[config.mk]
export PLATFORM = sky130hd
export DESIGN_NAME = vrmt_queue
export DESIGN_NICKNAME = d
export VERILOG_FILES = /design/src/vrmt_pkg.sv /design/src/vrmt_queue.sv
export SDC_FILE = /design/constraint.sdc
export NUM_CORES = 1
export LEC_CHECK = 0
export ABC_AREA = 0
export BUFFER_PORTS_ARGS = -buffer_cell sky130_fd_sc_hd__buf_2
export CORE_MARGIN = 1.5
export CORE_UTILIZATION = 45
export DETAILED_ROUTE_END_ITERATION = 16
export PLACE_DENSITY_LB_ADDON = 0.08
export SYNTH_ARGS = -nofsm -noshare
export SYNTH_HDL_FRONTEND = slang
export SYNTH_SLANG_ARGS = --single-unit
export TNS_END_PERCENT = 20
[constraint.sdc]
create_clock -name clk -period 8.95 [get_ports clk]
set_input_delay 0 -clock clk [delete_from_list [all_inputs] [get_ports clk]]
set_output_delay 0 -clock clk [all_outputs]
set_load 0.05 [all_outputs]
[src/vrmt_pkg.sv]
// Shared types and constants for the virtual range mapping table.
package vrmt_pkg;

	localparam int ADDR_W      = 64;
	localparam int ATTR_W      = 64;
	localparam int PAGE_SHIFT  = 12;
	localparam int VA_BITS     = 48;
	localparam int VPAGE_W     = VA_BITS - PAGE_SHIFT;
	localparam int NPAGE_W     = VPAGE_W + 1;
	localparam int PPAGE_W     = ADDR_W - PAGE_SHIFT;
	localparam int SUM_W       = VPAGE_W + 2;
	localparam int STATUS_W    = 3;
	localparam int QUEUE_DEPTH = 2;

	localparam logic FUNC_MAP   = 1'b0;
	localparam logic FUNC_UNMAP = 1'b1;

	typedef enum logic [STATUS_W-1:0] {
		ST_OK        = 3'd0,
		ST_NO_INIT   = 3'd1,
		ST_BAD_VALUE = 3'd2,
		ST_BUSY      = 3'd3,
		ST_FULL      = 3'd4,
		ST_NOT_FOUND = 3'd5
	} resp_code_t;

	typedef enum logic [1:0] {
		JOB_DONE,
		JOB_MAP,
		JOB_UNMAP
	} job_kind_t;

	typedef enum logic [1:0] {
		BK_CLEAR,
		BK_IDLE,
		BK_SCAN,
		BK_RESP
	} back_state_t;

	typedef struct packed {
		job_kind_t            kind;
		resp_code_t           status;
		logic [VPAGE_W-1:0]   vpage;
		logic [NPAGE_W-1:0]   npages;
		logic [PPAGE_W-1:0]   ppage;
		logic [ATTR_W-1:0]    attr;
	} job_t;

endpackage

[src/vrmt_queue.sv]
// Short job queue between the request checker and the table scanner.
module vrmt_queue (
	input  logic           clk,
	input  logic           arst_n,
	input  logic           push_valid,
	output logic           push_ready,
	input  vrmt_pkg::job_t push_job,
	output logic           pop_valid,
	input  logic           pop_ready,
	output vrmt_pkg::job_t pop_job
);
	import vrmt_pkg::*;

	localparam int PTR_W = (QUEUE_DEPTH > 1) ? $clog2(QUEUE_DEPTH) : 1;
	localparam int CNT_W = $clog2(QUEUE_DEPTH + 1);

	job_t             mem_q [QUEUE_DEPTH];
	logic [PTR_W-1:0] wr_ptr_q;
	logic [PTR_W-1:0] rd_ptr_q;
	logic [CNT_W-1:0] count_q;
	logic             do_push;
	logic             do_pop;

	assign push_ready = (count_q != CNT_W'(QUEUE_DEPTH));
	assign pop_valid  = (count_q != '0);
	assign pop_job    = mem_q[rd_ptr_q];
	assign do_push    = push_valid && push_ready;
	assign do_pop     = pop_valid && pop_ready;

	always_ff @(posedge clk) begin
		if (do_push) begin
			mem_q[wr_ptr_q] <= push_job;
		end
	end

	// Depth is a power of two, so the pointers wrap on their own.
	always_ff @(posedge clk or negedge arst_n) begin
		if (!arst_n) begin
			wr_ptr_q <= '0;
			rd_ptr_q <= '0;
			count_q  <= '0;
		end else begin
			if (do_push) begin
				wr_ptr_q <= wr_ptr_q + PTR_W'(1);
			end
			if (do_pop) begin
				rd_ptr_q <= rd_ptr_q + PTR_W'(1);
			end
			if (do_push && !do_pop) begin
				count_q <= count_q + CNT_W'(1);
			end else if (!do_push && do_pop) begin
				count_q <= count_q - CNT_W'(1);
			end
		end
	end

endmodule

; ---- Word level (Yosys, flattened, before mapping)
; Memories as Yosys holds them, arrays and structs flattened.
; Index checks and enable logic that the tools add are counted.
[word_totals]
reg_bits = 4
ram_bits = 388
input_bits = 198
memories = 1
[op_classes]
add_sub_neg = 4
n_eq_ne = 1
muxes = 4
reduce_logical = 8
[memory_table]
columns = name, words, word_bits, rd, rd_clocked_by_memory_dff, wr, line_no
row1 = mem_q, 2, 194, 1, 0, 1, vrmt_queue.sv:17  ; job_t mem_q [QUEUE_DEPTH];
[ops]
columns = operator, n
row1 = $logic_and A1 B1 Y1, 4
row2 = $mux W2, 2
row3 = $reduce_bool A2 Y1, 2
row4 = $add A1 B1 Y1 const B, 2
row5 = $add A2 B1 Y2 const B, 1
row6 = $logic_not A1 Y1, 2
row7 = $mux W1, 2
row8 = $ne A2 B2 Y1 const B, 1
row9 = $sub A2 B1 Y2 const B, 1

; ---- Depth between registers and ports, before layout
[depth]
depth_word = 6
depth_mapped = 7

; ---- Worst setup path before layout
; No wires, ideal clock.
[synth_timing]
kind = register to register
from = register count_q[0]
to = memory mem_q[0][0] in the netlist's numbering, enable pin
setup_ns = 0.752
t_arrival_ns = 9.114
required_time_ns = 8.198
slack_ns = -0.917
path_stages_with_launch = 4
n_path_buf = 0
synth_period_minus_slack_ns = 9.867
cell_sequence = dfrtp_1 -> nand2b_1 -> nand2_1 -> nor2_1
[synth_via]
elab_chain_len = 4
[synth_lines]
columns = element, line_no
row1 = start: declaration, vrmt_queue.sv:20  ; logic [CNT_W-1:0] count_q;
row2 = start signal: assignment, vrmt_queue.sv:50  ; count_q <= count_q + CNT_W'(1);
row3 = start signal: assignment, vrmt_queue.sv:52  ; count_q <= count_q - CNT_W'(1);
row4 = $ne A2 B2 Y1, vrmt_queue.sv:24  ; assign push_ready = (count_q != CNT_W'(QUEUE_DEPTH));
row5 = via push_ready, vrmt_queue.sv:6  ; output logic push_ready,
row6 = $logic_and A1 B1 Y1, vrmt_queue.sv:27  ; assign do_push = push_valid && push_ready;
row7 = $mux W1, vrmt_queue.sv:31  ; if (do_push) begin
row8 = $mux W1 (not written as such), vrmt_queue.sv:32  ; mem_q[wr_ptr_q] <= push_job;
row9 = end: declaration, vrmt_queue.sv:17
; The timed path passes the listed nets, and every way through them passes these cells.

==> out/qor.yml <==
clock_network:
  clock_path_buffers: 3
  cts_sinks: 392
  tritoncts: "done"
  holdBufCountCts: 198
  insertion_delay_ps: 520
  postCtsSetupRepairBufs: 0
  post_cts_resized: 0
  ctsRootBufferMaster: "clkbuf_16"
  cts_buffers: 42
  h-tree-depth: 2
  clk_pin_slew_ps: 60
setup_path:
  crit_arrival_ps: 3180
  cp_cell_sequence: "buf_4, mux2_2, buf_2"
  crit_slowest_cell: "dfrtp_4"
  r2r_setup_slack_ps: 6150
  r2r_end: "mem_q[0][85]"
  worst-setup-path-type: "flop to output port"
  ff2ff_path_depth: 4
  crit_family: "buffers and inverters"
  critical_path_buf_inv_count: 2
  r2r-start: "count_q[0]"
  crit_fanout: 57
  max_stage_delay_ps: 950
  cp_data_required_time_ps: 8950
  endpoint_kind: "output port"
  cp-start-kind: "flop"
die:
  core_area_um2: 32500
  start_util_pct: 45.7
  ioPinCount: 394
  dieArea_um2: 34000
  die_height_um: 184
  dieWidth_um: 184
  num_rows: 66
sta:
  setup_viol: 0
  fin_worst_skew_ps: 13.1
  max_freq_mhz: 314
  hold_viol: 0
  rsz0062_at_grt: "no"
  timing.final.ws_setup_ps: 5770
  fin_setup_tns_ps: 0
  slew_headroom_pct: 25.8
  worst_slew_pin_slew_ps: 1110
  fin_crit_sh_pct: 35.6
  min_period_ps: 3180
  report.final.slew_viol_count: 0
route:
  dr_total_vias: 7927
  drt_iter0_markers: 306
  routed_wl_um: 31000
  drt-pass1-iter-count: 4
  ant_nets: 0
  drc: 0
  viasPerCell: 4.62
  wl_per_cell_um: 18.1
synth:
  synthTopCellsByArea: "edfxtp_1 (79%), mux2_4 (15%), mux2_2 (3.3%)"
  synth_cell_types: 15
  syn_nets: 821
  ys_warn_count: 0
  synth_area_leader_cell: "edfxtp_1"
  synth_edf_count: 388
  synth.avg_cell_area_um2: 23.8
  async_reset_ff_share_pct: 1.02
  synth_flop_cell: "edfxtp_1"
  synth_top_area_share_pct: 78.6
  synth_common_cells: "edfxtp_1 (388), mux2_4 (150), mux2_2 (44)"
  synth_area_um2: 14800
  postSynthCellCount: 622
  yosysMostFrequentCell: "edfxtp_1"
  ys_ff_latch: 392
  synth_seq_area_share_pct: 79.3
final_layout:
  synthToLayoutAreaGrowth_pct: 38.9
  seq_area_um2: 11800
  drive_above_1_share_pct: 51.4
  fillers: 2447
  multi_input_area_um2: 2850
  final_nets: 1439
global_routing:
  grt_max_degree: 165
  grt_pass1_vias: 8146
  gr-usage-all-layers_pct: 17.7
  grt_pass1_wl_um: 45200
  grt-ovfl-total: 0
  antenna_found_initial: 2
run:
  max-cap-violations: 0
hold_path:
  hold_depth: 2
  hold_start: "push_job[184]"
  min_to: "mem_q[0][184]"
  hp-class: "input pin to flop"
power:
  vdd_drop_max_mv: 0.294
  cellPowerDensity_nw_per_um2: 370
  p_leak_nw: 8.19
placed_design:
  numPortBuffers: 393
  gp_congestion: 0.711
  dp_slack_ps: 6160
  post-dp-hpwl_um: 19000
status:
  status: "finished, final reports clean"
==> area by class of cell <==
cell class	instances	share of cell area, %
antenna	2	0.0243
clock buffer	53	5.62
clock inverter	22	1.20
inverter	1	0.0182
multi-input combinational	207	13.8
sequential	392	57.1
tap	442	2.69
timing repair buffer	596	19.5
==> kinds of logic after synthesis <==
family        Yosys count  share of synthesized area [%]
xor+xnor                5                          0.296
flops                 392                           79.3
fa+ha+maj               1                         0.0844
simple gates            7                          0.228
mux                   194                           18.5
buf+inv                23                           1.53
==> worst max path at each step <==
| stage | startpoint | to | slack, ps | cells past startpoint |
|---|---|---|---|---|
| after global placement | count_q[0] | mem_q[0][90] | 6160 | 4 |
| after global routing | rd_ptr_q | pop_job[5] | 5610 | 3 |
| final | rd_ptr_q | pop_job[5] | 5770 | 3 |
| after CTS | rd_ptr_q | pop_job[2] | 5700 | 3 |
| after floorplan | count_q[0] | mem_q[0][0] | 2360 | 3 |
| after detailed placement | count_q[0] | mem_q[0][72] | 6160 | 4 |
==> sequential cells by signal (all words and copies together) (netlist names) <==
name and count:
count_q 2, mem_q 388, rd_ptr_q 1, wr_ptr_q 1
==> metal layers <==
metal | wire [um] | GRT usage (%) | vias up
met4 | 552 | 4.85 | 0
met2 | 15700 | 30.6 | 278
met5 | 0 | 0 | -
met1 | 12300 | 21.2 | 3871
li1 | - | - | 3731
met3 | 2500 | 5.83 | 47
==> power breakdown <==
group	switching (mW)	total (mW)	internal, mW
combinational	2.20	3.21	1.00
sequential	0.139	2.66	2.52
clock	0.664	1.75	1.08
==> metrics by stage <==
stage | instances | power, mW | instance area [um^2] | hold slack, ps | utilization (%)
after floorplan | 622 | 5.33 | 14800 | -296 | -
after global placement | 1440 | 5.86 | 17200 | -189 | 53.0
after detailed placement | 1440 | 5.87 | 17200 | -185 | 53.0
after CTS | 1713 | 7.70 | 20600 | 175 | 63.4
after global routing | 1715 | 7.90 | 20600 | 181 | 63.4
final | 1715 | 7.61 | 20600 | 199 | 63.4
==> worst reg2reg max path, delay by kind of cell (launching register included) <==
| family | cells | cell delay [ps] |
|---|---|---|
| buffers and inverters | 1 | 710 |
| flip-flops | 1 | 400 |
| AND/OR/NAND/NOR | 3 | 1070 |
==> cells in the final DEF, fill, tap and decap left out <==
master	n
and3_4	1
buf_12	2
buf_2	393
buf_4	3
bufinv_16	6
clkbuf_1	8
clkbuf_16	45
clkinv_1	10
clkinv_2	6
dfrtp_1	3
dfrtp_4	1
diode_2	2
dlygate4sd3_1	198
edfxtp_1	388
ha_1	1
inv_1	1
mux2_2	44
mux2_4	150
nand2_1	2
nand2b_1	1
nor2_1	1
nor2_4	1
or2_2	1
xnor2_1	3
xor2_1	2
(Power assumes the default switching activity.)
