$ cat src/vrmt_pkg.sv
// Shared types and constants for the virtual range mapping table.
package vrmt_pkg;

	localparam int ADDR_W      = 64;
	localparam int ATTR_W      = 64;
	localparam int PAGE_SHIFT  = 12;
	localparam int VA_BITS     = 48;
	localparam int VPAGE_W     = VA_BITS - PAGE_SHIFT;
	localparam int NPAGE_W     = VPAGE_W + 1;
	localparam int PPAGE_W     = ADDR_W - PAGE_SHIFT;
	localparam int SUM_W       = VPAGE_W + 2;
	localparam int STATUS_W    = 3;
	localparam int QUEUE_DEPTH = 2;

	localparam logic FUNC_MAP   = 1'b0;
	localparam logic FUNC_UNMAP = 1'b1;

	typedef enum logic [STATUS_W-1:0] {
		ST_OK        = 3'd0,
		ST_NO_INIT   = 3'd1,
		ST_BAD_VALUE = 3'd2,
		ST_BUSY      = 3'd3,
		ST_FULL      = 3'd4,
		ST_NOT_FOUND = 3'd5
	} resp_code_t;

	typedef enum logic [1:0] {
		JOB_DONE,
		JOB_MAP,
		JOB_UNMAP
	} job_kind_t;

	typedef enum logic [1:0] {
		BK_CLEAR,
		BK_IDLE,
		BK_SCAN,
		BK_RESP
	} back_state_t;

	typedef struct packed {
		job_kind_t            kind;
		resp_code_t           status;
		logic [VPAGE_W-1:0]   vpage;
		logic [NPAGE_W-1:0]   npages;
		logic [PPAGE_W-1:0]   ppage;
		logic [ATTR_W-1:0]    attr;
	} job_t;

endpackage

$ cat src/vrmt_front.sv
// Request capture and argument checks; classifies each request into a job.
module vrmt_front (
	input  logic                         clk,
	input  logic                         arst_n,
	input  logic                         enabled,
	input  logic                         clearing,
	input  logic                         req_valid,
	output logic                         req_stall,
	input  logic                         func,
	input  logic [vrmt_pkg::ADDR_W-1:0]  virt_addr,
	input  logic [vrmt_pkg::ADDR_W-1:0]  phys_addr,
	input  logic [vrmt_pkg::ADDR_W-1:0]  range_size,
	input  logic [vrmt_pkg::ATTR_W-1:0]  map_flags,
	output logic                         push_valid,
	input  logic                         push_ready,
	output vrmt_pkg::job_t               push_job
);
	import vrmt_pkg::*;

	logic                valid_s1;
	logic                en_s1;
	logic                func_s1;
	logic [ADDR_W-1:0]   va_s1;
	logic [ADDR_W-1:0]   pa_s1;
	logic [ADDR_W-1:0]   len_s1;
	logic [ATTR_W-1:0]   attr_s1;

	logic                accept;
	logic [ADDR_W:0]     vsum;
	logic [ADDR_W:0]     psum;
	logic                va_ok;
	logic                pa_ok;

	assign req_stall  = clearing || (valid_s1 && !push_ready);
	assign accept     = req_valid && !req_stall;
	assign push_valid = valid_s1;

	always_ff @(posedge clk or negedge arst_n) begin
		if (!arst_n) begin
			valid_s1 <= 1'b0;
		end else if (accept) begin
			valid_s1 <= 1'b1;
		end else if (push_ready) begin
			valid_s1 <= 1'b0;
		end
	end

	always_ff @(posedge clk) begin
		if (accept) begin
			en_s1   <= enabled;
			func_s1 <= func;
			va_s1   <= virt_addr;
			pa_s1   <= phys_addr;
			len_s1  <= range_size;
			attr_s1 <= map_flags;
		end
	end

	assign vsum = {1'b0, va_s1} + {1'b0, len_s1};
	assign psum = {1'b0, pa_s1} + {1'b0, len_s1};

	// Virtual end must land at or below the top of the 48-bit space.
	assign va_ok = (va_s1 != '0) && (len_s1 != '0) &&
		(va_s1[PAGE_SHIFT-1:0] == '0) && (len_s1[PAGE_SHIFT-1:0] == '0) &&
		(va_s1[ADDR_W-1:VA_BITS] == '0) &&
		(vsum[ADDR_W:VA_BITS+1] == '0) &&
		!(vsum[VA_BITS] && (vsum[VA_BITS-1:0] != '0));

	assign pa_ok = (pa_s1 != '0) && (pa_s1[PAGE_SHIFT-1:0] == '0) && !psum[ADDR_W];

	always_comb begin
		push_job.vpage  = va_s1[VA_BITS-1:PAGE_SHIFT];
		push_job.npages = len_s1[VA_BITS:PAGE_SHIFT];
		push_job.ppage  = pa_s1[ADDR_W-1:PAGE_SHIFT];
		push_job.attr   = attr_s1;
		push_job.status = ST_OK;
		push_job.kind   = (func_s1 == FUNC_UNMAP) ? JOB_UNMAP : JOB_MAP;
		if (!en_s1) begin
			push_job.kind   = JOB_DONE;
			push_job.status = ST_NO_INIT;
		end else if (!va_ok || ((func_s1 == FUNC_MAP) && !pa_ok)) begin
			push_job.kind   = JOB_DONE;
			push_job.status = ST_BAD_VALUE;
		end
	end

endmodule

$ cat config.mk
export PLATFORM = sky130hd
export DESIGN_NAME = vrmt_front
export DESIGN_NICKNAME = d
export VERILOG_FILES = /design/src/vrmt_pkg.sv /design/src/vrmt_front.sv
export SDC_FILE = /design/constraint.sdc
export NUM_CORES = 1
export LEC_CHECK = 0
export ABC_AREA = 1
export BUFFER_PORTS_ARGS = -buffer_cell sky130_fd_sc_hd__buf_2
export CAP_MARGIN = 25
export CORE_ASPECT_RATIO = 0.5
export CORE_MARGIN = 8
export CORE_UTILIZATION = 45
export CTS_CLUSTER_SIZE = 25
export DETAILED_ROUTE_END_ITERATION = 8
export PLACE_DENSITY = 0.7
export SYNTH_ARGS = -nofsm -noshare
export SYNTH_HDL_FRONTEND = slang
export SYNTH_SLANG_ARGS = --single-unit
$ cat constraint.sdc
create_clock -name clk -period 33.4 [get_ports clk]
set_input_delay 8.35 -clock clk [delete_from_list [all_inputs] [get_ports clk]]
set_output_delay 8.35 -clock clk [all_outputs]
set_load 0.01 [all_outputs]
# Word level (Yosys, flattened, before mapping)
# Index checks and enable logic that the tools add are counted.
# classes
add_sub_neg	2
n_mux	5
bitwise	1
reduce_logical	30
# op_table
operator	n
nonzero test 64 bit	3
adder 64 x 64 -> 65 bit	2
nonzero test 48 bit	1
zero test 12 bit	3
zero test 16 bit	2
logical AND 1 bit	12
2-to-1 mux 5 bit	2
zero test 1 bit	6
logical OR 1 bit	2
2-to-1 mux 1 bit	2
2-to-1 mux 2 bit	1
nonzero test 2 bit	1
NOT 1 bit	1
# word_totals
regBits	259
in_bits	263
output_inout_bits	196
word_cells	45

# Logic depth before layout (Yosys ltp)
# Gate-level depths: netlist of run 1.
# depth
word_depth	11
depth_mapped	23
ltp_nobuf	23

# Worst setup path after synthesis of run 1
# Ideal clock, no wire load.
# synth_path
kind	input to register
startpoint	input clearing
endpoint	register attr_s1[0], enable pin
setup_time_ps	883
arrival_time_ps	19262
required_time_ps	32517
slack_ps	13256
cell_stages	2
n_path_buf	0
path_cell_list	o21bai_1 > nor2_1
# synth_between
elab_chain_len	3
# synth_lines
item	line_no	text
start, declared	vrmt_front.sv:6	input logic clearing,
logical OR 1 bit	vrmt_front.sv:34	assign req_stall = clearing || (valid_s1 && !push_ready);
zero test 1 bit	vrmt_front.sv:35	assign accept = req_valid && !req_stall;
logical AND 1 bit	vrmt_front.sv:35	
named net accept	vrmt_front.sv:28	logic accept;
end signal, assigned	vrmt_front.sv:55	attr_s1 <= map_flags;
end, declared	vrmt_front.sv:26	logic [ATTR_W-1:0] attr_s1;
# The timed path passes the listed nets, and every way through them passes these cells.
# A chain may end at the register's enable or synchronous reset.

# Worst setup path after layout of run 1
# layout_path
startpoint	input push_ready
endpoint	output req_stall
# layout_between
elab_chain_len	3
# layout_lines
item	line_no	text
start, declared	vrmt_front.sv:15	input logic push_ready,
zero test 1 bit	vrmt_front.sv:34	
logical AND 1 bit	vrmt_front.sv:34	
logical OR 1 bit	vrmt_front.sv:34	
end, declared	vrmt_front.sv:8	output logic req_stall,
# No other way between the ends.

==> results of run 1 <==
==> registers in the layout (all words and copies together), names as in the netlist <==
| name | cells |
|---|---|
| attr_s1 | 64 |
| en_s1 | 1 |
| func_s1 | 1 |
| len_s1 | 64 |
| pa_s1 | 64 |
| push_valid | 1 |
| va_s1 | 64 |
==> metrics by stage <==
| stage | hold WS (ns) | std cells | util [%] |
|---|---|---|---|
| 2_1_floorplan | 0.5790 | 1984 | - |
| 4_1_cts | 0.5619 | 2855 | 52.74 |
| 3_5_place_dp | 0.5513 | 2811 | 50.61 |
| 5_1_grt | 0.6104 | 2856 | 52.79 |
| 6_report | 0.5634 | 2856 | 52.79 |
| 3_3_place_gp | 0.5401 | 2811 | 50.61 |
==> critical path, cell delays in order <==
cell      delay [ns]
buf_2           0.11
o21bai_1        0.26
buf_2           0.19
==> cells by family after synthesis <==
logic type	count (synthesis)	synth area share, %
AND/OR/NAND/NOR	1031	26.30
buffers and inverters	408	11.99
other	1	0.02243
AO/OA/AOI/OAI	144	4.887
flip-flops	259	46.49
XOR/XNOR	13	0.6811
adder cells (fa/ha/maj)	128	9.625
==> path summary, 6_finish.rpt <==
check | to | from | cells past startpoint
min reg2reg | push_valid$_DFFE_PN0P_ | push_valid$_DFFE_PN0P_ | 2
min in group asynchronous | push_valid$_DFFE_PN0P_ | arst_n | 1
max | req_stall | push_ready | 3
min | push_valid$_DFFE_PN0P_ | push_valid$_DFFE_PN0P_ | 2
max reg2reg | pa_s1[45]$_DFFE_PP_ | push_valid$_DFFE_PN0P_ | 6
max in group asynchronous | push_valid$_DFFE_PN0P_ | arst_n | 1
==> Yosys cell counts (2+ instances only) <==
cell type,instances,area share [%]
a211oi_1,3,0.13
a21o_1,2,0.090
a21oi_1,88,2.6
and2_1,3,0.11
and3_1,2,0.075
buf_4,126,5.7
edfxtp_1,258,46
ha_1,127,9.5
inv_1,275,6.2
inv_2,7,0.16
nand2_1,582,13
nand2_2,15,0.56
nand3_1,74,2.2
nand3_2,9,0.54
nand3b_1,13,0.58
nand4_1,43,1.6
nor2_1,224,5.0
nor2_2,13,0.49
nor3_1,22,0.66
nor3_2,6,0.36
nor4_1,18,0.67
o211ai_1,2,0.090
o21a_1,4,0.18
o21ai_0,22,0.66
o21bai_1,12,0.54
o221ai_1,3,0.16
or2_2,2,0.075
xnor2_1,4,0.21
xor2_1,9,0.47
==> per-layer routing <==
layer  GRT usage (%)  part of all wire (%)  routed length, µm  up-vias
li1                -                     -                  -     7135
met2           33.91                    39              22400      641
met4           2.338                  0.87                499        4
met1           38.90                    47              27090     6783
met3           9.766                    13               7428       39
met5               0                 0.033                 19        -
==> area by class of cell <==
type	instances	area (µm²)
Sequential cell	259	7772
Fill cell	3518	17450
Inverter	282	1059
Multi-Input combinational cell	1317	6948
Tap cell	494	618.1
Clock inverter	16	171.4
Timing Repair Buffer	460	2335
Clock buffer	28	615.6
==> power groups by stage <==
stage	combinational (mW)	clock (mW)	sequential [mW]
after floorplan	0.0859	0	0.397
after global placement	0.135	0	0.392
after detailed placement	0.138	0	0.392
after CTS	0.138	0.286	0.385
after global routing	0.156	0.298	0.387
final	0.142	0.280	0.385
==> metrics.md, run 1 <==
| Metric | Value |
|---|---|
| Worst skew pair latency | `0.56 ns` |
| CTS Root Cell | `clkbuf_16` |
| Critical path class | `input port to output port` |
| Flop-to-flop setup slack | `30.86 ns` |
| Initial antenna violation count | `2` |
| Switching pwr | `0.2259 mW` |
| Gr usage total | `25.27%` |
| Max Fclk | `57.96 MHz` |
| Hold Path Class | `flop to flop` |
| P_leak | `9.328 nW` |
| Avg WL per Cell | `20.11 µm` |
| Worst Path Arrival | `8.90 ns` |
| Initial Util | `45.21%` |
| Fraction of registers with async set/reset | `0.3861%` |
| Port Buffer Count | `457` |
| Gate power share | `17.6%` |
| CTS buffer count | `24` |
| TritonCTS clock tree | `done` |
| Endpoints failing setup | `0` |
| Max-slew headroom | `32.16%` |
| First-pass GRT wire length | `85.05 mm` |
| Clock power frac | `34.7%` |
| Die Ht | `152.3 µm` |
| Maximum VDD drop | `0.00005298 V` |
| Num rows | `50` |
| Nets | `2735` |
| Final Hold Violating Endpoints | `0` |
| # IOs | `459` |
| Total chip power | `0.8067 mW` |
| GP Congestion | `1.005` |
| Worst slack at placement | `16.15 ns` |
| Area grow syn2layout | `16.76%` |
| Crit path max fanout | `2` |
| Diode count | `0` |
| Post-synth EDFFs | `258` |
| Cts-stage hold buffer count | `0` |
| Status | `complete, no violations` |
| Sum Neg Setup Slack | `0 ns` |
| Drt initial violations | `1487` |
| Yosys cell types | `45` |
| Fraction of layout cells with a size suffix above 1 | `23.41%` |
| Min Clock Period, post-route | `17.25 ns` |
| Area post-placement | `18710 µm²` |
| DRT Pass-1 Iters | `5` |
| Clk_skew | `0.02159 ns` |
| Max Slew Vio Count | `0` |
| Max Root-Sink Buffers | `3` |
| Number of vias per cell | `5.113` |
| Max_cap viols | `0` |
| Core Area | `36970 µm²` |
| Crit. End Element | `output port` |
| # DRC | `0` |
| Reg power frac | `47.7%` |
| Final standard cell area without fillers | `19520 µm²` |
| CTS Sinks | `259` |
| Vias in the first global route | `14.00k` |
| Commonest cells after routing, fill and taps aside | `nand2_1 (582), buf_2 (457), inv_1 (275)` |
| Syn Nets | `2375` |
| Commonest non-fill, non-tap cell in the layout | `nand2_1` |
| Worst Max-Slew Pin Slew | `1.003 ns` |
| P_int | `0.5809 mW` |
| Post-route ant nets | `0` |
| Final HPWL from detailed placement | `48.41 mm` |
| Vias | `14.60k` |
| PD cells | `41.33 nW/µm²` |
| Routed WL | `57.43 mm` |
| Req. time, crit path | `25.05 ns` |
| Post-Syn Area | `16720 µm²` |
| Final period util | `51.66%` |
| Sw frac | `28.00%` |
| Synthesis-stage register bit count | `259` |
| Die ar. | `43950 µm²` |
| Ys flop type | `edfxtp_1` |
| H-tree levels | `1` |
| Register area share after synthesis | `46.49%` |
| Yosys Warn Count | `0` |
| Type of origin of the critical path | `input port` |
| Avg Cell Area, Syn | `8.426 µm²` |
| Post-Synthesis Cells | `1984` |
| RSZ-0062 raised after global routing | `no` |
| Pin count of the biggest net entering global routing | `176` |
| Die X | `288.6 µm` |
| CTS clk-pin slew, worst paths | `0.07 ns` |
| Post CTS Setup Buffer Count | `0` |
| Total grt overflow | `0` |
| Post-CTS sizing | `0` |
| Worst Setup Slack, final | `16.15 ns` |
Note: power is estimated with default switching activity, not from simulation.
==> run 2: changes to the inputs <==
--- a/config.mk
+++ b/config.mk
@@ -5,7 +5,7 @@
 export SDC_FILE = /design/constraint.sdc
 export NUM_CORES = 1
 export LEC_CHECK = 0
-export ABC_AREA = 1
+export ABC_AREA = 0
 export BUFFER_PORTS_ARGS = -buffer_cell sky130_fd_sc_hd__buf_2
 export CAP_MARGIN = 25
 export CORE_ASPECT_RATIO = 0.5
@@ -13,7 +13,7 @@
 export CORE_UTILIZATION = 45
 export CTS_CLUSTER_SIZE = 25
 export DETAILED_ROUTE_END_ITERATION = 8
-export PLACE_DENSITY = 0.7
+export PLACE_DENSITY = 0.71
 export SYNTH_ARGS = -nofsm -noshare
 export SYNTH_HDL_FRONTEND = slang
 export SYNTH_SLANG_ARGS = --single-unit
==> constraint.sdc (replaced) <==
create_clock -name clk -period 17.2 [get_ports clk]
set_input_delay 4.3 -clock clk [delete_from_list [all_inputs] [get_ports clk]]
set_output_delay 4.3 -clock clk [all_outputs]
set_load 0.01 [all_outputs]
==> metrics.md, run 2 <==
| Metric | Value |
|---|---|
| Port Buffer Count | `457 (unchanged)` |
| Area grow syn2layout | `16.52%` |
| Nets | `2102 (-23%)` |
| Critical path cell sequence | `ha_1, a21oi_1, o22ai_1, a31oi_2, a31oi_1, o21ai_0, mux2i_1, a2111oi_0, nand4_1, nor3_1, o2111ai_1, o31a_1, buf_2` |
| Ys flop type | `edfxtp_1` |
| Num rows | `48 (-4.0%)` |
| Routed WL | `52.86 mm (-8.0%)` |
| Endpoints failing setup | `0 (unchanged)` |
| Die ar. | `41050 µm² (-6.6%)` |
| Top post-synthesis cells by area | `edfxtp_1 (50%), ha_1 (10%), buf_4 (6.2%)` |
| TritonCTS clock tree | `done` |
| Post-synth EDFFs | `258 (unchanged)` |
| Maximum VDD drop | `0.00008766 V (+65%)` |
| Post-Synthesis Cells | `1385 (-30%)` |
| Max-slew headroom | `28.07% (-4.1 points)` |
| Count leader, synth | `edfxtp_1` |
| Fraction of registers with async set/reset | `0.3861% (unchanged)` |
| CTS Root Cell | `clkbuf_16` |
| Yosys top cell area share | `49.92% (+3.6 points)` |
| Commonest cells after routing, fill and taps aside | `buf_2 (457), edfxtp_1 (258), ha_1 (127)` |
| Max Slew Vio Count | `0 (unchanged)` |
| Critical path class | `flop to output port` |
| GP Congestion | `0.9578 (-4.7%)` |
| PD cells | `86.03 nW/µm² (+110%)` |
| Pin count of the biggest net entering global routing | `183 (+4.0%)` |
| P_leak | `7.173 nW (-23%)` |
| Top Family by Delay on Critical Path | `compound AO/OA/AOI/OAI gates` |
| Slowest CP cell | `a2111oi_0` |
| Fraction of layout cells with a size suffix above 1 | `31.06% (+7.6 points)` |
| Min Clock Period, post-route | `9.374 ns` |
| Worst skew pair latency | `0.57 ns (about the same)` |
| Yosys cell types | `86 (+91%)` |
| CP Depth | `13 (+10)` |
| # DRC | `0 (unchanged)` |
| Final HPWL from detailed placement | `43.02 mm (-11%)` |
| Worst hold slack | `0.5233 ns (-0.04012 ns)` |
| Register area share after synthesis | `50.08% (+3.6 points)` |
| Post-route ant nets | `0 (unchanged)` |
| Crit path max fanout | `6 (+4)` |
| Req. time, crit path | `12.90 ns (-12.15 ns)` |
| Top cells by count, synth | `edfxtp_1 (258), buf_4 (129), ha_1 (127)` |
| Hold Path Class | `flop to flop` |
| DRT Pass-1 Iters | `9 (+4)` |
| CTS buffer count | `25 (+4.2%)` |
| # IOs | `459 (unchanged)` |
| CTS Sinks | `259 (unchanged)` |
| Sum Neg Setup Slack | `0 ns (unchanged)` |
| Max Fclk | `106.7 MHz` |
| Worst Max-Slew Pin Slew | `1.052 ns (+0.04832 ns)` |
| Drt initial violations | `1148 (-23%)` |
| Yosys Warn Count | `0 (unchanged)` |
| Crit. End Element | `output port` |
| Buf/Inv on CP | `1 (-1)` |
| Core Area | `34230 µm² (-7.4%)` |
| Worst Path Arrival | `5.07 ns (-3.83 ns)` |
| Cell taking the most area after synthesis | `edfxtp_1` |
| RSZ-0062 raised after global routing | `no` |
| Synthesis-stage register bit count | `259 (unchanged)` |
| Post CTS Setup Buffer Count | `0 (unchanged)` |
| Max Root-Sink Buffers | `3 (unchanged)` |
| Avg Cell Area, Syn | `11.21 µm² (+33%)` |
| Hold Path Stages | `2 (unchanged)` |
| Die X | `278.6 µm (-3.4%)` |
| Avg WL per Cell | `24.22 µm (+20%)` |
| Cts-stage hold buffer count | `0 (unchanged)` |
| Clk_skew | `0.009705 ns (-0.01189 ns)` |
| Vias | `12.85k (-12%)` |
| Status | `complete, no violations` |
| Type of origin of the critical path | `flop` |
| R2R cell count | `5 (-1)` |
| Initial Util | `45.34% (+0.13 points)` |
| Final Hold Violating Endpoints | `0 (unchanged)` |
| Post-Syn Area | `15520 µm² (-7.2%)` |
| Die Ht | `147.3 µm (-3.3%)` |
| Total grt overflow | `0 (unchanged)` |
| Gr usage total | `24.16% (-1.1 points)` |
| Vias in the first global route | `12.36k (-12%)` |
| Largest stage delay on the critical path | `0.90 ns (+0.64 ns)` |
| Number of vias per cell | `5.888 (+15%)` |
| Syn Nets | `1776 (-25%)` |
| Commonest non-fill, non-tap cell in the layout | `buf_2` |
| Final period util | `54.50%` |
| H-tree levels | `1 (unchanged)` |
| First-pass GRT wire length | `76.96 mm (-9.5%)` |
| Post-CTS sizing | `0 (unchanged)` |
| CTS clk-pin slew, worst paths | `0.06 ns (about the same)` |
| Initial antenna violation count | `5 (+3)` |
| Max_cap viols | `0 (unchanged)` |
[run 2: routing by layer]
layer / vias up / global-route usage, % / routed length, µm
met5: - / 0 / 23
met3: 73 / 5.858 / 4672
met1: 6191 / 32.15 / 21990
li1: 5972 / - / -
met4: 4 / 5.531 / 1201
met2: 608 / 39.68 / 24970
[run 2: worst paths after layout]
path	startpoint	slack, ns	endpoint
worst min register to register	push_valid$_DFFE_PN0P_	0.52	push_valid$_DFFE_PN0P_
min in group asynchronous	arst_n	3.50	push_valid$_DFFE_PN0P_
max in group asynchronous	arst_n	13.62	push_valid$_DFFE_PN0P_
worst max-delay path	len_s1[8]$_DFFE_PP_	7.83	push_job[190]
worst min-delay path	push_valid$_DFFE_PN0P_	0.52	push_valid$_DFFE_PN0P_
worst max register to register	push_valid$_DFFE_PN0P_	14.29	va_s1[12]$_DFFE_PP_
[run 2: cell type report]
class,instances,area [µm²]
well taps,450,563.0
inverters,13,48.80
repair buffers,459,2315
clock buffers,27,633.1
flip-flops and latches,259,7772
clock inverters,18,160.2
fillers,3084,16150
diodes,3,7.507
multi-input cells,953,6585
[run 2: stage by stage]
step           util [%]  setup WS, ns  cells  power, mW  cell area [µm²]
2_1_floorplan         -         1.103   1385     0.9317            15520
3_3_place_gp      50.49         8.076   2134      1.009            17280
3_5_place_dp      50.49         8.080   2134      1.011            17280
4_1_cts           52.81         7.996   2179      1.564            18080
5_1_grt           52.83         7.583   2182      1.611            18080
6_report          52.83         7.826   2182      1.556            18080
[run 2: where the power goes]
group          switching [mW]  internal [mW]
Sequential             0.0254          0.729
Combinational           0.153         0.0963
Clock                   0.253          0.299
[run 2: worst register-to-register path: cells and delay by family, from the launching register on]
family / cells / cell delay [ns]
buf+inv: 2 / 1.76
simple gates: 3 / 0.31
flops: 1 / 0.38
[run 2: kinds of logic (layout without fill, tap and decap cells)]
family | count (synthesis) | count (layout) | share of synthesized area, %
and+or+nand+nor | 439 | 439 | 15.02
muxes | 7 | 7 | 0.4595
buffers and inverters | 173 | 517 | 7.545
adders and majority gates | 128 | 128 | 10.37
xor gates and xnor gates | 26 | 26 | 1.467
DFF | 259 | 259 | 50.08
AOI/OAI and AO/OA | 352 | 352 | 15.04
other | 1 | 4 | 0.02416
==> run 3: changes to the inputs <==
--- a/config.mk
+++ b/config.mk
@@ -5,7 +5,7 @@
 export SDC_FILE = /design/constraint.sdc
 export NUM_CORES = 1
 export LEC_CHECK = 0
-export ABC_AREA = 0
+export ABC_AREA = 1
 export BUFFER_PORTS_ARGS = -buffer_cell sky130_fd_sc_hd__buf_2
 export CAP_MARGIN = 25
 export CORE_ASPECT_RATIO = 0.5
@@ -13,7 +13,7 @@
 export CORE_UTILIZATION = 45
 export CTS_CLUSTER_SIZE = 25
 export DETAILED_ROUTE_END_ITERATION = 8
-export PLACE_DENSITY = 0.71
+export PLACE_DENSITY = 0.7
 export SYNTH_ARGS = -nofsm -noshare
 export SYNTH_HDL_FRONTEND = slang
 export SYNTH_SLANG_ARGS = --single-unit
==> constraint.sdc (replaced) <==
create_clock -name clk -period 8.9 [get_ports clk]
set_input_delay 2.225 -clock clk [delete_from_list [all_inputs] [get_ports clk]]
set_output_delay 2.225 -clock clk [all_outputs]
set_load 0.01 [all_outputs]
==> metrics.md, run 3 (synthesis gave the netlist of run 1 again) <==
| Metric | Value |
|---|---|
| Status | `complete, no violations` |
| TritonCTS clock tree | `done` |
| Clk_skew | `0.01912 ns (+0.009415 ns)` |
| First-pass GRT wire length | `89.58 mm (+16%)` |
| RSZ-0062 raised after global routing | `no` |
| Sum Neg Setup Slack | `0 ns (unchanged)` |
| Register area | `7772 µm² (unchanged)` |
| Total grt overflow | `0 (unchanged)` |
| Final period util | `72.91%` |
| Pin count of the biggest net entering global routing | `179 (-2.2%)` |
| CTS clk-pin slew, worst paths | `0.06 ns (about the same)` |
| Req. time, crit path | `6.68 ns (-6.22 ns)` |
| Commonest non-fill, non-tap cell in the layout | `nand2_1` |
| Crit path max fanout | `5 (-1)` |
| Layout Cells excl Fill | `2854 (+31%)` |
| Critical path class | `flop to output port` |
| Area grow syn2layout | `16.99%` |
| Placed cell count | `2811 (+32%)` |
| CTS Root Cell | `clkbuf_16` |
| Number of vias per cell | `5.190 (-12%)` |
| Max_cap viols | `0 (unchanged)` |
| H-tree levels | `1 (unchanged)` |
| Avg WL per Cell | `21.44 µm (-12%)` |
| Maximum VDD drop | `0.0001794 V (+100%)` |
| Min Clock Period, post-route | `6.489 ns` |
| Post-route ant nets | `0 (unchanged)` |
| CTS Sinks | `259 (unchanged)` |
| PD cells | `159.5 nW/µm² (+85%)` |
| Max Fclk | `154.1 MHz` |
| Post CTS Setup Buffer Count | `0 (unchanged)` |
| GP Congestion | `1.032 (+7.8%)` |
| Initial antenna violation count | `4 (-1)` |
| Drt initial violations | `1603 (+40%)` |
| # DRC | `0 (unchanged)` |
| Num rows | `50 (+4.2%)` |
| Multi-input gate area | `6948 µm² (+5.5%)` |
| # IOs | `459 (unchanged)` |
| Worst Path Arrival | `4.26 ns (-0.81 ns)` |
| DRT Pass-1 Iters | `5 (-4)` |
| Max Slew Vio Count | `0 (unchanged)` |
| Total chip power | `3.118 mW (+100%)` |
| Die Ht | `152.3 µm (+3.4%)` |
| Port Buffer Count | `457 (unchanged)` |
| Gr usage total | `26.90% (+2.7 points)` |
| Hold Path Class | `flop to flop` |
| Core Area | `36970 µm² (+8.0%)` |
| Final HPWL from detailed placement | `52.01 mm (+21%)` |
| Die ar. | `43950 µm² (+7.1%)` |
| CTS buffer count | `24 (-4.0%)` |
| Post-CTS sizing | `0 (unchanged)` |
| Crit. End Element | `output port` |
| Final Hold Violating Endpoints | `0 (unchanged)` |
| Die X | `288.6 µm (+3.6%)` |
| Initial Util | `45.21% (-0.13 points)` |
| Worst skew pair latency | `0.57 ns (about the same)` |
| Diode count | `0 (-3)` |
| Max Root-Sink Buffers | `3 (unchanged)` |
| Max-slew headroom | `16.24% (-12 points)` |
| Type of origin of the critical path | `flop` |
| Vias | `14.81k (+15%)` |
| Routed WL | `61.18 mm (+16%)` |
| Cts-stage hold buffer count | `0 (unchanged)` |
| Commonest cells after routing, fill and taps aside | `nand2_1 (582), buf_2 (457), inv_1 (275)` |
| Worst Max-Slew Pin Slew | `1.239 ns (+0.1872 ns)` |
| Fraction of layout cells with a size suffix above 1 | `23.39% (-7.7 points)` |
| Endpoints failing setup | `0 (unchanged)` |
| FILL cells | `3505 (+14%)` |
| Nets | `2734 (+30%)` |
| Vias in the first global route | `14.29k (+16%)` |
| P_leak | `9.345 nW (+30%)` |
[run 3: stage by stage]
step                cell area [µm²]  utilization [%]  setup slack, ns  hold slack [ns]
detailed placement            18710            50.61            3.305           0.5556
CTS                           19560            52.90            2.692           0.5658
floorplan                     16720                -            2.157           0.5792
global route                  19560            52.90            2.368           0.6238
global placement              18710            50.61            3.262           0.5404
finish                        19560            52.90            2.411           0.5670
[run 3: report_power, final]
group | internal, mW | switching (mW)
Combinational | 0.186 | 0.361
Clock | 0.646 | 0.480
Sequential | 1.41 | 0.0364
[run 3: worst paths after layout]
| check | startpoint | end | cells after the start | slack, ns |
|---|---|---|---|---|
| min in group asynchronous | arst_n | push_valid$_DFFE_PN0P_ | 1 | 1.41 |
| max in group asynchronous | arst_n | push_valid$_DFFE_PN0P_ | 1 | 7.40 |
| setup / recovery | len_s1[37]$_DFFE_PP_ | push_job[190] | 18 | 2.41 |
| hold reg to reg | push_valid$_DFFE_PN0P_ | push_valid$_DFFE_PN0P_ | 2 | 0.57 |
| setup reg to reg | push_valid$_DFFE_PN0P_ | va_s1[21]$_DFFE_PP_ | 5 | 5.94 |
| hold / removal | push_valid$_DFFE_PN0P_ | push_valid$_DFFE_PN0P_ | 2 | 0.57 |
[run 3: final cells by class]
cell class,count,area share [%]
Clock inverter,15,1.177
Inverter,282,5.412
Timing Repair Buffer,459,11.84
Tap cell,494,3.160
Sequential cell,259,39.74
Multi-Input combinational cell,1317,35.53
Clock buffer,28,3.148
[run 3: layer usage]
metal / share of wire (%) / global-route usage, % / wire length [µm] / vias up
met1: 47 / 41.43 / 29000 / 6909
met5: 0.038 / 0 / 23 / -
li1: - / - / - / 7135
met3: 13 / 10.79 / 8188 / 39
met4: 0.75 / 2.171 / 460 / 4
met2: 38 / 35.94 / 23520 / 726
[run 3: critical path, cell delays in order, from the launching register on]
cell,delay (ns)
edfxtp_1,0.47
ha_1,0.43
a21oi_1,0.45
nand2_1,0.14
nand2_1,0.08
nand2_1,0.06
a21oi_1,0.43
nor2_1,0.21
nor2_1,0.18
nand2_1,0.07
nand2_1,0.07
nand3_1,0.07
nor2_1,0.36
nand3_1,0.16
nor2_2,0.17
nand3_2,0.10
nand2_1,0.07
inv_1,0.03
buf_2,0.13
